`src/rtl/core/cpmd_pkg.sv`:
```
package cpmd_pkg;

  localparam int MAX_POINTS = 1024;
  localparam int PT_W       = 16;
  localparam int IDX_W      = $clog2(MAX_POINTS);
  localparam int CNT_W      = $clog2(MAX_POINTS + 1);
  localparam int MAG_W      = PT_W;
  localparam int SQ_W       = 2 * MAG_W;
  localparam int DSQ_W      = SQ_W + 1;
  localparam int FRAC_W     = 8;
  localparam int ROOT_W     = (DSQ_W + 2 * FRAC_W + 1) / 2;
  localparam int RAD_W      = 2 * ROOT_W;
  localparam int REM_W      = ROOT_W + 3;
  localparam int STEP_W     = $clog2(ROOT_W + 1);

  typedef enum logic [2:0] {
    ST_LOAD,
    ST_FETCH_I,
    ST_WAIT_I,
    ST_WALK,
    ST_DRAIN,
    ST_ROOT,
    ST_DONE
  } state_t;

  typedef struct packed {
    logic              wr_en;
    logic [IDX_W-1:0]  wr_addr;
    logic [PT_W-1:0]   wr_x;
    logic [PT_W-1:0]   wr_y;
    logic [IDX_W-1:0]  rd_addr;
  } store_req_t;

endpackage

```
`src/rtl/core/cpmd_dist.sv`:
```
// Pair distance pipeline: |dx|,|dy| -> squares -> sum and running minimum.
module cpmd_dist
  import cpmd_pkg::*;
(
  input  logic              clk,
  input  logic              rst,
  input  logic              clear,
  input  logic              in_valid,
  input  logic [PT_W-1:0]   ref_x,
  input  logic [PT_W-1:0]   ref_y,
  input  logic [PT_W-1:0]   cand_x,
  input  logic [PT_W-1:0]   cand_y,
  output logic              busy,
  output logic [DSQ_W-1:0]  best
);

  logic             v1;
  logic             v2;
  logic             have;
  logic [MAG_W-1:0] mag_x;
  logic [MAG_W-1:0] mag_y;
  logic [SQ_W-1:0]  sq_x;
  logic [SQ_W-1:0]  sq_y;
  logic [PT_W:0]    dx;
  logic [PT_W:0]    dy;
  logic [DSQ_W-1:0] sum;

  always_comb begin
    dx  = {ref_x[PT_W-1], ref_x} - {cand_x[PT_W-1], cand_x};
    dy  = {ref_y[PT_W-1], ref_y} - {cand_y[PT_W-1], cand_y};
    sum = {1'b0, sq_x} + {1'b0, sq_y};
  end

  always_ff @(posedge clk) begin
    if (rst) begin
      v1   <= 1'b0;
      v2   <= 1'b0;
      have <= 1'b0;
    end else begin
      v1 <= in_valid;
      v2 <= v1;
      if (clear) begin
        have <= 1'b0;
      end else if (v2) begin
        have <= 1'b1;
      end
    end
    // magnitude of a 17-bit difference fits in 16 bits
    mag_x <= dx[PT_W] ? MAG_W'(-dx) : dx[MAG_W-1:0];
    mag_y <= dy[PT_W] ? MAG_W'(-dy) : dy[MAG_W-1:0];
    sq_x  <= mag_x * mag_x;
    sq_y  <= mag_y * mag_y;
    if (v2 && (!have || sum < best)) begin
      best <= sum;
    end
  end

  assign busy = v1 | v2;

endmodule

```
`config.mk`:
```
export PLATFORM = sky130hd
export DESIGN_NAME = cpmd_dist
export DESIGN_NICKNAME = d
export VERILOG_FILES = /design/src/rtl/core/cpmd_pkg.sv /design/src/rtl/core/cpmd_dist.sv
export SDC_FILE = /design/constraint.sdc
export NUM_CORES = 1
export LEC_CHECK = 0
export ABC_AREA = 0
export BUFFER_PORTS_ARGS = -buffer_cell sky130_fd_sc_hd__buf_2
export CAP_MARGIN = 20
export CORE_MARGIN = 2
export CORE_UTILIZATION = 40
export CTS_CLUSTER_DIAMETER = 80
export DETAILED_ROUTE_END_ITERATION = 10
export SYNTH_ARGS = -nofsm -noshare
export SYNTH_HDL_FRONTEND = slang
export SYNTH_SLANG_ARGS = --single-unit
```
`constraint.sdc`:
```
create_clock -name clk -period 17 [get_ports clk]
set_clock_uncertainty 0.05 [all_clocks]
set_input_delay 3.4 -clock clk [delete_from_list [all_inputs] [get_ports clk]]
set_output_delay 3.4 -clock clk [all_outputs]
set_load 0.05 [all_outputs]
```
After elaboration in Yosys (flattened, before gate mapping):

Cells that the tools add are included.

* bits in registers: 132
* output and inout port bits: 34
* logic and storage cells: 23

* add/subtract/negate cells: 5
* $mul: 2
* order comparisons: 1
* mux-type cells: 2
* bitwise gates (word level): 1
* reductions and logical operators: 4

Operators with widths (number)
* 16-bit by 16-bit multiplier with 32-bit output: 2
* 16-bit by 16-bit subtractor with 17-bit output: 2
* 32-bit by 32-bit adder with 33-bit output: 1
* 33-bit < comparator: 1
* 16-bit 2-to-1 mux: 2
* 16-bit negator: 2
* 2-bit OR reduction: 1
* 1-bit logical AND: 1
* 1-bit logical NOT: 1
* 1-bit logical OR: 1
* 1-bit OR: 1

Depth between registers and ports, before layout:

* word-level depth: 4
* depth in mapped cells: 26
* mapped depth without buffers: 24

Worst setup path before layout:

OpenSTA, ideal clock, no wires.

* kind: input port to flip-flop
* start: input port ref_y[0]
* end: register mag_y[15]
* library setup time: 121 ps
* data arrival time: 6137 ps
* slack: 10692 ps
* stages: 13
* path buffers: 0
* path through: inv_1 -> ha_1 -> inv_1 -> fa_1 -> a21o_1 -> a21oi_1 -> xnor2_1 -> nor4_2 -> nand2_1 -> or4_1 -> or3_1 -> and3_1 -> xor2_1

* longest elaborated chain between the ends: 3

RTL lines
* start, declared: line cpmd_dist.sv:10 `input logic [PT_W-1:0] ref_y,`
* 16-bit by 16-bit subtractor with 17-bit output (*): line cpmd_dist.sv:30 `dy = {ref_y[PT_W-1], ref_y} - {cand_y[PT_W-1], cand_y};`
* 16-bit negator: line cpmd_dist.sv:50 `mag_y <= dy[PT_W] ? MAG_W'(-dy) : dy[MAG_W-1:0];`
* 16-bit 2-to-1 mux (*): line cpmd_dist.sv:50
* end signal, assigned: line cpmd_dist.sv:50
* end, declared: line cpmd_dist.sv:21 `logic [MAG_W-1:0] mag_y;`

Mark *: on every way between the ends. The rest lies on a longest branch, timed or not.
A chain may end at the register's enable or synchronous reset.

Worst setup path after layout:

* start: register mag_x[13]
* end: register sq_x[30]

* longest elaborated chain between the ends: 1

RTL lines
* start, declared: line cpmd_dist.sv:20 `logic [MAG_W-1:0] mag_x;`
* start signal, assigned: line cpmd_dist.sv:49 `mag_x <= dx[PT_W] ? MAG_W'(-dx) : dx[MAG_W-1:0];`
* 16-bit by 16-bit multiplier with 32-bit output: line cpmd_dist.sv:51 `sq_x <= mag_x * mag_x;`
* end signal, assigned: line cpmd_dist.sv:51
* end, declared: line cpmd_dist.sv:22 `logic [SQ_W-1:0] sq_x;`

Every way passes these cells.

==> summary.txt <==
Clock network
  • Clock latency on the worst-skew pair: 0.45 ns
  • Hold Buf Count CTS: 0
  • Largest buffer count on any clock path: 2
  • CTS Sinks: 130
  • Resized cells post-CTS: 0
  • CTS tree: yes
  • Clock root cell: clkbuf_16
  • Clock transition at the registers of the reported paths: 0.06 ns
  • Inserted Clock Buffers: 17
  • Post-CTS Setup Bufs: 0
  • H-tree depth: 4

Hold path
  • Hold/Removal Path Class: flop to flop
  • Hold depth: 1

STA
  • Least-Margin Pin Slew: 0.878 ns
  • # setup viols final: 0
  • Slew margin rel.: 0.414
  • Final Hold Vio Count: 0
  • Slew Viols, Final: 0
  • FMAX: 142 MHz
  • Final worst-path cycle share: 0.414
  • Setup WS post-layout: 9.95 ns
  • Fin Setup TNS: 0 ns
  • Post-layout min period: 7.05 ns
  • RSZ-0062 raised after global routing: no

Global routing
  • Pin count of the biggest net entering global routing: 27
  • First-pass GRT wire length: 79300 um
  • Vias in the first global route: 16800
  • Total gr overflow: 0
  • Number of antenna violations at the first check in global routing: 0
  • Total global-route track usage: 0.173

Layout
  • Fillers: 5219
  • Layout cells sized above 1: 0.0623
  • Ant diodes: 0
  • Area Growth Syn to Fin: 8.47%
  • Final instance area: 23700 sq um
  • Nets: 3205

Placed design
  • HPWL after detailed placement: 38400 um
  • I/O Buffers: 101
  • Placed Area: 23000 sq um
  • Final GP Congestion: 0.872
  • Dpl ws: 9.99 ns

Floorplanning
  • Initial core utilization: 0.405
  • Core area: 53900 sq um
  • Boundary Pins: 102
  • Num rows: 85
  • Die Area: 56500 sq um
  • Die width: 238 um
  • Die H: 238 um

Synthesis
  • EDFF count, synth: 33
  • Distinct cells, synth: 68
  • Post-synthesis sequential area ratio: 0.134
  • Mapped Area: 21800 sq um
  • Post-Synthesis Cells: 2437
  • Async S/R FF share, synth: 0
  • Yosys reg bits: 130
  • Synth Warn #: 0
  • Average size of a mapped cell: 8.96 sq um
  • Prevailing post-synth register cell: dfxtp_1
  • Synth Net Count: 3134

Detailed routing
  • Drt drc: 0
  • Drt first pass iters: 5
  • Routed WL: 45800 um
  • Drt wl/cell: 14.2 um
  • Post-DRT Antenna Nets: 0
  • Vias per cell: 5.02
  • Via count of the routed design: 16100
  • DRT iter0 DRCs: 897

Critical path
  • Data required, critical path: 17.33 ns
  • CP startpoint kind: flop
  • CP max FO: 14
  • Slowest stage cell, crit path: o41ai_1
  • Worst setup EP type: flop
  • Worst reg2reg path depth: 22
  • Critical path, cell by cell: inv_1 -> nor2_1 -> ha_1 -> xor2_1 -> fa_1 -> inv_1 -> fa_1 -> fa_1 -> fa_1 -> inv_1 -> fa_1 -> inv_1 -> ha_1 -> or3_1 -> nor2_1 -> o21ai_0 -> nand2_1 -> a41oi_1 -> o41ai_1 -> o21bai_1 -> a311oi_1 -> xnor2_1
  • Most repeated library cell on the critical path: fa_1
  • CP arrival: 7.37 ns
  • Largest stage delay, worst path: 0.73 ns
  • CP Class: flop to flop

Outcome
  • Status: finished clean

Flow run
  • Max Cap Viol: 0
[routing by layer]
| layer | track usage | wire (um) | vias to the layer above |
|---|---|---|---|
| li1 | - | - | 7807 |
| met1 | 0.237 | 21300 | 7977 |
| met2 | 0.288 | 21800 | 291 |
| met3 | 0.0222 | 1910 | 60 |
| met4 | 0.0446 | 816 | 0 |
| met5 | 0 | 0 | - |
[cell type report]
class,instances,area (sq um),area share
multi-input cells,1658,16500,0.695
flip-flops and latches,130,2930,0.124
inverters,599,2250,0.0949
well taps,696,871,0.0368
repair buffers,102,513,0.0217
clock buffers,18,429,0.0181
clock inverters,14,226,0.00956
[through the flow]
stage / utilization / instances / hold slack [ns]
floorplan: - / 2437 / 0.304
global placement: 0.427 / 3185 / 0.391
detailed placement: 0.427 / 3185 / 0.405
CTS: 0.439 / 3217 / 0.415
global route: 0.439 / 3217 / 0.427
finish: 0.439 / 3217 / 0.409
[flip-flops by register name (all words and copies together) (netlist names)]
register,flops
have,1
mag_x,16
sq_y,31
sq_x,31
best,33
v1,1
mag_y,16
v2,1
[cells by family (layout without fill, tap and decap cells)]
| group | after synthesis | after routing | synth area share |
|---|---|---|---|
| muxes | 6 | 6 | 0.00292 |
| xor gates and xnor gates | 141 | 141 | 0.0566 |
| AOI/OAI and AO/OA | 340 | 340 | 0.101 |
| buffers and inverters | 649 | 733 | 0.112 |
| and+or+nand+nor | 542 | 542 | 0.121 |
| adders and majority gates | 629 | 629 | 0.472 |
| DFF | 130 | 130 | 0.134 |
[cell usage in the layout, fill, tap and decap left out, drive strengths merged, types with 20 or more instances in the layout]
cell type  count
nor2         114
buf          102
a21oi         93
inv          603
xor2          39
fa           326
o21ai         67
ha           303
dfxtp         97
nor2b         24
nand3         28
a21o          58
nand2        186
o21a          20
edfxtp        33
xnor2        102
and2          76
nand2b        20
[Yosys cell counts (17+ instances only)]
master    instances  area, sq um
a21o_1           58          435
a21oi_1          93          465
and2_1           76          475
and3_1           17          106
clkbuf_1         45          169
dfxtp_1          97         1940
edfxtp_1         33          991
fa_1            326         6530
ha_1            303         3790
inv_1           599         2250
nand2_1         186          698
nand2b_1         20          125
nand3_1          28          140
nor2_1          114          428
nor2b_1          24          150
nor3_1           18         90.1
o21a_1           20          150
o21ai_0          65          325
xnor2_1         102          893
xor2_1           39          342
[path summary, 6_finish.rpt]
check / start / end / slack, ns
setup / recovery: mag_x[13]$_DFF_P_ / sq_x[30]$_DFF_P_ / 9.95
hold / removal: v1$_SDFF_PP0_ / v2$_SDFF_PP0_ / 0.41
setup reg to reg: mag_x[13]$_DFF_P_ / sq_x[30]$_DFF_P_ / 9.95
hold reg to reg: v1$_SDFF_PP0_ / v2$_SDFF_PP0_ / 0.41
[critical path: cells and delay by family, from the launching register on]
kind                     cells  cell delay [ns]
AO/OA/AOI/OAI                5             1.68
XOR/XNOR                     2             0.35
adder cells (fa/ha/maj)      7             2.99
buffers and inverters        4             0.43
flip-flops                   1             0.66
AND/OR/NAND/NOR              4             0.83
Power is left out: the tool's default activity adds up to more than one toggle a clock period on the data nets, which glitch-free logic cannot reach.
