$ cat src/rtl/core/cpmd_pkg.sv
package cpmd_pkg;

  localparam int MAX_POINTS = 1024;
  localparam int PT_W       = 16;
  localparam int IDX_W      = $clog2(MAX_POINTS);
  localparam int CNT_W      = $clog2(MAX_POINTS + 1);
  localparam int MAG_W      = PT_W;
  localparam int SQ_W       = 2 * MAG_W;
  localparam int DSQ_W      = SQ_W + 1;
  localparam int FRAC_W     = 8;
  localparam int ROOT_W     = (DSQ_W + 2 * FRAC_W + 1) / 2;
  localparam int RAD_W      = 2 * ROOT_W;
  localparam int REM_W      = ROOT_W + 3;
  localparam int STEP_W     = $clog2(ROOT_W + 1);

  typedef enum logic [2:0] {
    ST_LOAD,
    ST_FETCH_I,
    ST_WAIT_I,
    ST_WALK,
    ST_DRAIN,
    ST_ROOT,
    ST_DONE
  } state_t;

  typedef struct packed {
    logic              wr_en;
    logic [IDX_W-1:0]  wr_addr;
    logic [PT_W-1:0]   wr_x;
    logic [PT_W-1:0]   wr_y;
    logic [IDX_W-1:0]  rd_addr;
  } store_req_t;

endpackage

$ cat src/rtl/core/cpmd_sqrt.sv
// Digit-by-digit square root of value * 2^16, one result bit per cycle.
module cpmd_sqrt
  import cpmd_pkg::*;
(
  input  logic              clk,
  input  logic              rst,
  input  logic              start,
  input  logic [DSQ_W-1:0]  value,
  output logic              done,
  output logic [ROOT_W-1:0] root
);

  logic [RAD_W-1:0]  rad;
  logic [REM_W-1:0]  rem;
  logic [STEP_W-1:0] steps;
  logic              run;
  logic [REM_W-1:0]  rem_sh;
  logic [REM_W-1:0]  trial;
  logic              fits;

  always_comb begin
    rem_sh = {rem[REM_W-3:0], rad[RAD_W-1 -: 2]};
    trial  = {1'b0, root, 2'b01};
    fits   = rem_sh >= trial;
  end

  always_ff @(posedge clk) begin
    if (rst) begin
      run  <= 1'b0;
      done <= 1'b0;
    end else begin
      done <= 1'b0;
      if (start) begin
        run <= 1'b1;
      end else if (run && steps == STEP_W'(1)) begin
        run  <= 1'b0;
        done <= 1'b1;
      end
    end
    if (start) begin
      rad   <= RAD_W'({value, {(2 * FRAC_W){1'b0}}});
      rem   <= '0;
      root  <= '0;
      steps <= STEP_W'(ROOT_W);
    end else if (run) begin
      rad   <= {rad[RAD_W-3:0], 2'b00};
      rem   <= fits ? rem_sh - trial : rem_sh;
      root  <= {root[ROOT_W-2:0], fits};
      steps <= steps - STEP_W'(1);
    end
  end

endmodule

$ cat config.mk
export PLATFORM = sky130hd
export DESIGN_NAME = cpmd_sqrt
export DESIGN_NICKNAME = d
export VERILOG_FILES = /design/src/rtl/core/cpmd_pkg.sv /design/src/rtl/core/cpmd_sqrt.sv
export SDC_FILE = /design/constraint.sdc
export NUM_CORES = 1
export LEC_CHECK = 0
export BUFFER_PORTS_ARGS = -buffer_cell sky130_fd_sc_hd__buf_2
export CORE_MARGIN = 5
export CORE_UTILIZATION = 50
export DETAILED_ROUTE_END_ITERATION = 10
export GPL_ROUTABILITY_DRIVEN = 0
export PLACE_DENSITY_LB_ADDON = 0.05
export RECOVER_POWER = 25
export SYNTH_ARGS = -nofsm -noshare
export SYNTH_HDL_FRONTEND = slang
export SYNTH_SLANG_ARGS = --single-unit
$ cat constraint.sdc
create_clock -name clk -period 3.39 [get_ports clk]
set_input_delay 0.339 -clock clk [delete_from_list [all_inputs] [get_ports clk]]
set_output_delay 0.339 -clock clk [all_outputs]
set_load 0.01 [all_outputs]
=== Word level (Yosys, flattened, before mapping) ===
Index checks and enable logic that the tools add are counted.

* Input port bits: 36
* Register bits after elaboration: 92

* Add/sub/neg operators: 2
* Reduce and logical (&&, ||, !) cells: 4
* Order comparisons: 1
* Equality and inequality tests: 1
* Muxes and demuxes: 6

{| class="wikitable"
|+ Operators by type and width
! operator !! count
|-
| 2-to-1 mux 49 bit || 2
|-
| >= comparator 28 x 27 -> 1 bit || 1
|-
| 2-to-1 mux 26 bit || 1
|-
| subtractor 26 bit || 1
|-
| == test 5 x 1 -> 1 bit, second input constant || 1
|-
| subtractor 5 x 1 -> 5 bit, second input constant || 1
|-
| nonzero test 2 bit || 2
|-
| 2-to-1 mux 1 bit || 3
|-
| OR reduction 2 bit || 1
|-
| logical AND 1 bit || 1
|}

=== Depth between registers and ports, before layout ===
Gate-level depths: netlist (run 1).

* Depth in word-level cells: 4
* Depth in mapped cells: 12

=== Worst setup path before layout (run 1) ===
OpenSTA, ideal clock, no wires.

* Path type: reg2reg
* Start point: register root[0]
* End point: register rem[1]
* Stages on the path, launching flop included: 12
* Clock period less this slack: 2735 ps
* Required time: 3273 ps
* Arrival: 2618 ps
* Path slack: 655 ps
* Setup time: 117 ps
* Cells stage by stage: dfxtp_1 -> inv_1 -> ha_1 -> nor2b_1 -> o31a_1 -> o31a_1 -> o21a_1 -> a211o_1 -> a31oi_4 -> buf_6 -> nand2_1 -> a32o_1

* Cells in the longest elaborated chain, start to end: 2

{| class="wikitable"
|+ Ends and longest elaborated chain
! what !! line !! text
|-
| start, declared || cpmd_sqrt.sv:10 || <nowiki>output logic [ROOT_W-1:0] root</nowiki>
|-
| start signal, assigned || cpmd_sqrt.sv:48 || <nowiki>root <= {root[ROOT_W-2:0], fits};</nowiki>
|-
| >= comparator 28 x 27 -> 1 bit || cpmd_sqrt.sv:24 || <nowiki>fits = rem_sh >= trial;</nowiki>
|-
| 2-to-1 mux 26 bit || cpmd_sqrt.sv:47 || <nowiki>rem <= fits ? rem_sh - trial : rem_sh;</nowiki>
|-
| end signal, assigned || cpmd_sqrt.sv:47 ||
|-
| end, declared || cpmd_sqrt.sv:14 || <nowiki>logic [REM_W-1:0] rem;</nowiki>
|}

Every way passes these cells.
A chain may end at the register's enable or synchronous reset.

=== Worst setup path in the final report (run 1) ===
* Start point: register root[0]
* End point: register rem[12]

* Cells in the longest elaborated chain, start to end: 2

{| class="wikitable"
|+ Ends and longest elaborated chain
! what !! line
|-
| subtractor 26 bit / >= comparator 28 x 27 -> 1 bit (equally long branches) || cpmd_sqrt.sv:47, cpmd_sqrt.sv:24
|-
| 2-to-1 mux 26 bit * || cpmd_sqrt.sv:47
|}

Every way passes the cells marked *; elsewhere a longest branch is shown, timed or not.

==> results of run 1 <==
-- cells by family (layout without fill, tap and decap cells) --
| kind of cell | count (synthesis) | count (layout) | share of synthesized area |
|---|---|---|---|
| fa+ha+maj | 29 | 29 | 0.0705 |
| xor+xnor | 23 | 23 | 0.0391 |
| compound gates | 118 | 118 | 0.178 |
| simple gates | 142 | 142 | 0.122 |
| buf+inv | 59 | 117 | 0.0464 |
| mux | 59 | 59 | 0.122 |
| flops | 92 | 92 | 0.422 |
-- layer usage --
layer / GRT usage / up-vias / wire length (microns)
li1: - / 1982 / -
met1: 0.237 / 1852 / 5160
met2: 0.295 / 85 / 5080
met3: 0.0484 / 7 / 628
met4: 0.0462 / 0 / 89
met5: 0 / - / 0
-- per-stage QoR --
step	setup WS, ns	hold slack (ns)	instance area [sq um]	util
floorplan	0.655	0.411	5150	-
detailed placement	0.469	0.469	5560	0.546
finish	0.427	0.151	5760	0.565
global placement	0.566	0.460	5560	0.546
global route	0.244	0.121	5760	0.565
CTS	0.428	0.125	5770	0.566
-- area by class of cell --
cell class                 instances  area (sq um)  area share
multi-input combinational        371          2740       0.475
tap                              136           170      0.0296
sequential                        92          2170       0.377
clock buffer                      13           159      0.0276
clock inverter                     3          43.8     0.00761
inverter                          33           124      0.0215
timing repair buffer              68           352      0.0611
-- power by group through the flow --
stage	clock (uW)	sequential, uW	combinational (uW)
6_report	773	1420	2710
5_1_grt	847	1440	3010
2_1_floorplan	0	1400	2220
4_1_cts	802	1420	2700
3_3_place_gp	0	1440	2650
3_5_place_dp	0	1440	2690
-- Yosys cell counts, types with 6 or more instances --
library cell	n	area (sq um)
a21o_1	8	60.1
a32oi_1	9	78.8
nand2b_1	6	37.5
xor2_1	14	123
inv_1	33	124
mux2i_1	28	280
dfxtp_1	59	1180
clkbuf_1	20	75.1
a311oi_2	12	180
edfxtp_1	33	991
o21ai_0	22	110
nand3_1	9	45.0
xnor2_1	9	78.8
nor2_1	54	203
ha_1	29	363
a21oi_1	21	105
mux2_2	31	349
nand2_1	47	176
-- sequential cells by signal, indices dropped and copies added, names as in the netlist --
register	cells
run	1
steps	5
root	25
rem	26
done	1
rad	34
-- worst paths after layout --
kind                            startpoint  endpoint  slack (ns)  cells past startpoint
worst min register to register      rem[0]    rem[0]        0.48                      2
worst max register to register     root[0]   rem[12]        0.43                     11
worst max-delay path               root[0]   rem[12]        0.43                     11
worst min-delay path                   rst      done        0.15                      2
==> impl_metrics.tcl, run 1 <==
set metrics [dict create \
    post_cts_resized 0 \
    avgSynthCellArea_sq_um 9.86 \
    status "complete, but fails checks" \
    cp_max_fo 24 \
    final_hold_viol_count 0 \
    grt_remaining_overflow 0 \
    place_hpwl_mm 7.75 \
    cts-root-buf "clkbuf_8" \
    coreArea_sq_um 10200 \
    grt_pass1_wl_mm 18.7 \
    drt_iter0_drc 190 \
    routed_wl_mm 11.0 \
    start_util 0.506 \
    cp_slowest_cell "dfxtp_1" \
    yosysWarnings 0 \
    cap_violations 1 \
    first_pass_iters 4 \
    netlist_area_sq_um 5150 \
    drc 0 \
    critPathCaptureType "flop" \
    fillers 956 \
    fp-row-count 37 \
    cts_tree "built" \
    synthToLayoutAreaGrowth_pct 11.8 \
    path_buf_inv 2 \
    fin_cells 716 \
    grt_pass1_vias 3961 \
    clock_skew_ns 0.0173 \
    nNetsFinal 640 \
    synthFlopType "dfxtp_1" \
    dieWidth_microns 111 \
    fin_crit_sh 0.874 \
    swShare 0.431 \
    track_usage 0.180 \
    total_power_uw 4900 \
    cpPeakStageDelay_ns 0.38 \
    synth_cells 522 \
    port_buffers 61 \
    setup_tns_ns 0 \
    final_cell_mix "dfxtp_1, buf_2, nor2_1" \
    critPathArrivalTime_ns 3.23 \
    fmax_ghz 0.337 \
    ys_ff_latch 92 \
    holdBufCountCts 0 \
    synth.distinct_cells 52 \
    grt_max_degree 46 \
    drv_slew 35 \
    crit_top_cell "o31a_1" \
    ctsLongestPathBuffers 2 \
    synth_edf_count 33 \
    antenna_found_initial 0 \
    critPathTopFamily "compound AO/OA/AOI/OAI gates" \
    clkPwrFrac 0.158 \
    die-area_sq_um 12400 \
    ir_drop_v 0.000567 \
    crit_required_ns 3.65 \
    seqPwrFrac 0.289 \
    layout_min_cycle_time_ns 2.96 \
    htreeDepth 3 \
    powerDensity_nw_per_um2 850 \
    async_reset_ff_frac 0 \
    ios 62 \
    hold_path_class "primary input to flop" \
    path_class "flop to flop" \
    n_antenna_cell 0 \
    crit_path_cell_trace "inv_1 > ha_1 > nor2b_1 > o31a_1 > o31a_1 > o21a_1 > a211o_1 > a31oi_4 > buf_4 > nand2_1 > a311oi_2" \
    cp-start-kind "flop" \
    setup_viol 0 \
    synth_fp_nets 587 \
    p_int_uw 2790 \
    cts_setup_buffers 0 \
    cts_buffers 9 \
    dieHeight_microns 111 \
    worst_slew_pin_slew_ns 1.62 \
    rsz0062_at_grt "false" \
    leakage_uw 0.00232 \
    slew_headroom -0.0786 \
    via_per_inst 5.48 \
    vias 3926 \
    power_switching_uw 2110 \
    pwr-share-comb 0.553 \
    cts.sinks 92 \
    dpl.cell_count 700 \
    violations "max-capacitance violations, max-slew violations" \
    wl_per_cell_microns 15.3 \
    ys_seq_area_frac 0.422 \
    drive_gt1_frac 0.224 \
    drtAntennaViolNets 0 \
    clk_pin_slew_ns 0.09 \
    clkLatencyLatePin_ns 0.36 \
]
(Power assumes the default switching activity.)
==> inputs of run 2 (changes only) <==
--- a/config.mk
+++ b/config.mk
@@ -8,5 +8,5 @@
 export BUFFER_PORTS_ARGS = -buffer_cell sky130_fd_sc_hd__buf_2
 export CORE_MARGIN = 5
-export CORE_UTILIZATION = 50
+export CORE_UTILIZATION = 55
 export DETAILED_ROUTE_END_ITERATION = 10
 export GPL_ROUTABILITY_DRIVEN = 0
==> constraint.sdc (replaced) <==
create_clock -name clk -period 3.39 [get_ports clk]
set_input_delay 0.339 -clock clk [delete_from_list [all_inputs] [get_ports clk]]
set_output_delay 0.339 -clock clk [all_outputs]
set_load 0.005 [all_outputs]
==> run 2 against run 1 <==
Net effect: the run now ends clean; sequential power hardly changed; worst hold slack worse by 0.025 ns; cell count fell by 3.5%; die area down 8.3%; clock power down 1%; power up 1.1%; critical path depth is the same; first-iteration DRC count shrank 3.2%; clock skew is 0.0013 ns lower; final area shrank 0.50%; largest power group unchanged.
==> impl_metrics.tcl, run 2 (synthesis gave the netlist of run 1 again) <==
set metrics [dict create \
    status "complete, no violations" \
    start_util 0.560 \
    setup_viol 0 \
    dpl.cell_count 675 \
    nNetsFinal 640 \
    slew_headroom 0.102 \
    ctsLongestPathBuffers 2 \
    power_switching_uw 2160 \
    setup_tns_ns 0 \
    leakage_uw 0.00231 \
    cts-root-buf "clkbuf_8" \
    wl_per_cell_microns 15.6 \
    holdBufCountCts 0 \
    final_cell_mix "buf_2, dfxtp_1, nor2_1" \
    path_buf_inv 2 \
    cp-start-kind "flop" \
    fp-row-count 35 \
    cts_tree "built" \
    die-area_sq_um 11400 \
    crit_path_cell_trace "inv_1 > ha_1 > nor2b_1 > o31a_1 > o31a_1 > o21a_1 > a211o_1 > a31oi_4 > buf_12 > nand2_1 > a32o_1" \
    drv_slew 0 \
    clk_pin_slew_ns 0.09 \
    cpPeakStageDelay_ns 0.37 \
    cp_slowest_cell "dfxtp_1" \
    post-place-ws_ns 0.429 \
    hold_path_class "primary input to flop" \
    via_per_inst 5.71 \
    seqPwrFrac 0.286 \
    clkLatencyLatePin_ns 0.37 \
    largest_register_ff_count 34 \
    htreeDepth 3 \
    antenna_found_initial 0 \
    powerDensity_nw_per_um2 864 \
    track_usage 0.197 \
    fillers 822 \
    routed_wl_mm 10.8 \
    cap_violations 0 \
    coreArea_sq_um 9200 \
    cts_buffers 9 \
    pwr-share-comb 0.559 \
    final_hold_viol_count 0 \
    rsz0062_at_grt "false" \
    drive_gt1_frac 0.224 \
    first_pass_iters 4 \
    final_common_cell "buf_2" \
    cts_setup_buffers 0 \
    hold_path_depth 2 \
    utilization 0.623 \
    critPathCaptureType "flop" \
    cp_max_fo 28 \
    critPathTopFamily "compound AO/OA/AOI/OAI gates" \
    dieHeight_microns 107 \
    fin_cells 691 \
    grt_remaining_overflow 0 \
    reg_top3 "rad: 34 flops, rem: 26 flops, root: 25 flops" \
    layout_min_cycle_time_ns 2.98 \
    port_buffers 61 \
    worst_slew_pin_slew_ns 1.35 \
    total_power_uw 4950 \
    grt_pass1_vias 3982 \
    drt_iter0_drc 184 \
    crit_cells 11 \
    setup_ws_ns 0.409 \
    path_class "flop to flop" \
    crit_top_cell "o31a_1" \
    drc 0 \
    vias 3943 \
    grt_max_degree 40 \
    dieWidth_microns 107 \
    cts.sinks 92 \
    clock_skew_ns 0.0159 \
    post_cts_resized 0 \
    place_hpwl_mm 7.76 \
    fmax_ghz 0.335 \
    drtAntennaViolNets 0 \
    ir_drop_v 0.000582 \
    p_int_uw 2780 \
    grt_pass1_wl_mm 18.4 \
    swShare 0.437 \
    n_antenna_cell 0 \
    fin_crit_sh 0.879 \
    critPathArrivalTime_ns 3.24 \
    crit_required_ns 3.65 \
    registers.top_by_ff_count "rad" \
    synthToLayoutAreaGrowth_pct 11.3 \
    clkPwrFrac 0.154 \
    ios 62 \
    r2r_cells 11 \
]
[run 2: through the flow]
| step | hold slack (ns) | instance area (sq um) |
|---|---|---|
| 3_5_place_dp | 0.461 | 5540 |
| 4_1_cts | 0.107 | 5740 |
| 2_1_floorplan | 0.411 | 5150 |
| 6_report | 0.126 | 5730 |
| 3_3_place_gp | 0.450 | 5540 |
| 5_1_grt | 0.121 | 5730 |
[run 2: layout make-up]
class	count	area [sq um]	area share
multi-input cells	371	2740	0.478
flip-flops and latches	92	2170	0.379
repair buffers	68	357	0.0622
well taps	111	139	0.0242
clock buffers	10	128	0.0223
inverters	33	124	0.0216
clock inverters	6	71.3	0.0124
[run 2: worst register-to-register path, stage by stage (launching register included)]
cell	delay, ns
dfxtp_1	0.37
inv_1	0.06
ha_1	0.35
nor2b_1	0.16
o31a_1	0.28
o31a_1	0.30
o21a_1	0.23
a211o_1	0.31
a31oi_4	0.29
buf_12	0.22
nand2_1	0.08
a32o_1	0.23
[run 2: power groups by stage]
stage               logic, uW  clock network (uW)  registers, uW
finish                   2770                 764           1420
global route             3070                 835           1440
CTS                      2760                 792           1420
detailed placement       2740                   0           1440
global placement         2700                   0           1440
floorplan                2220                   0           1400
[run 2: path summary, 6_finish.rpt]
kind / start / slack (ns) / endpoint
setup / recovery: root[0] / 0.41 / rem[1]
hold reg to reg: rem[24] / 0.48 / rem[24]
setup reg to reg: root[0] / 0.41 / rem[1]
hold / removal: rst / 0.13 / run
[run 2: routing by layer]
metal,share of wire,GRT usage,vias up
met5,0,0,-
met4,0.018,0.0639,0
met3,0.057,0.0572,18
met2,0.47,0.319,89
met1,0.46,0.254,1842
li1,-,-,1994
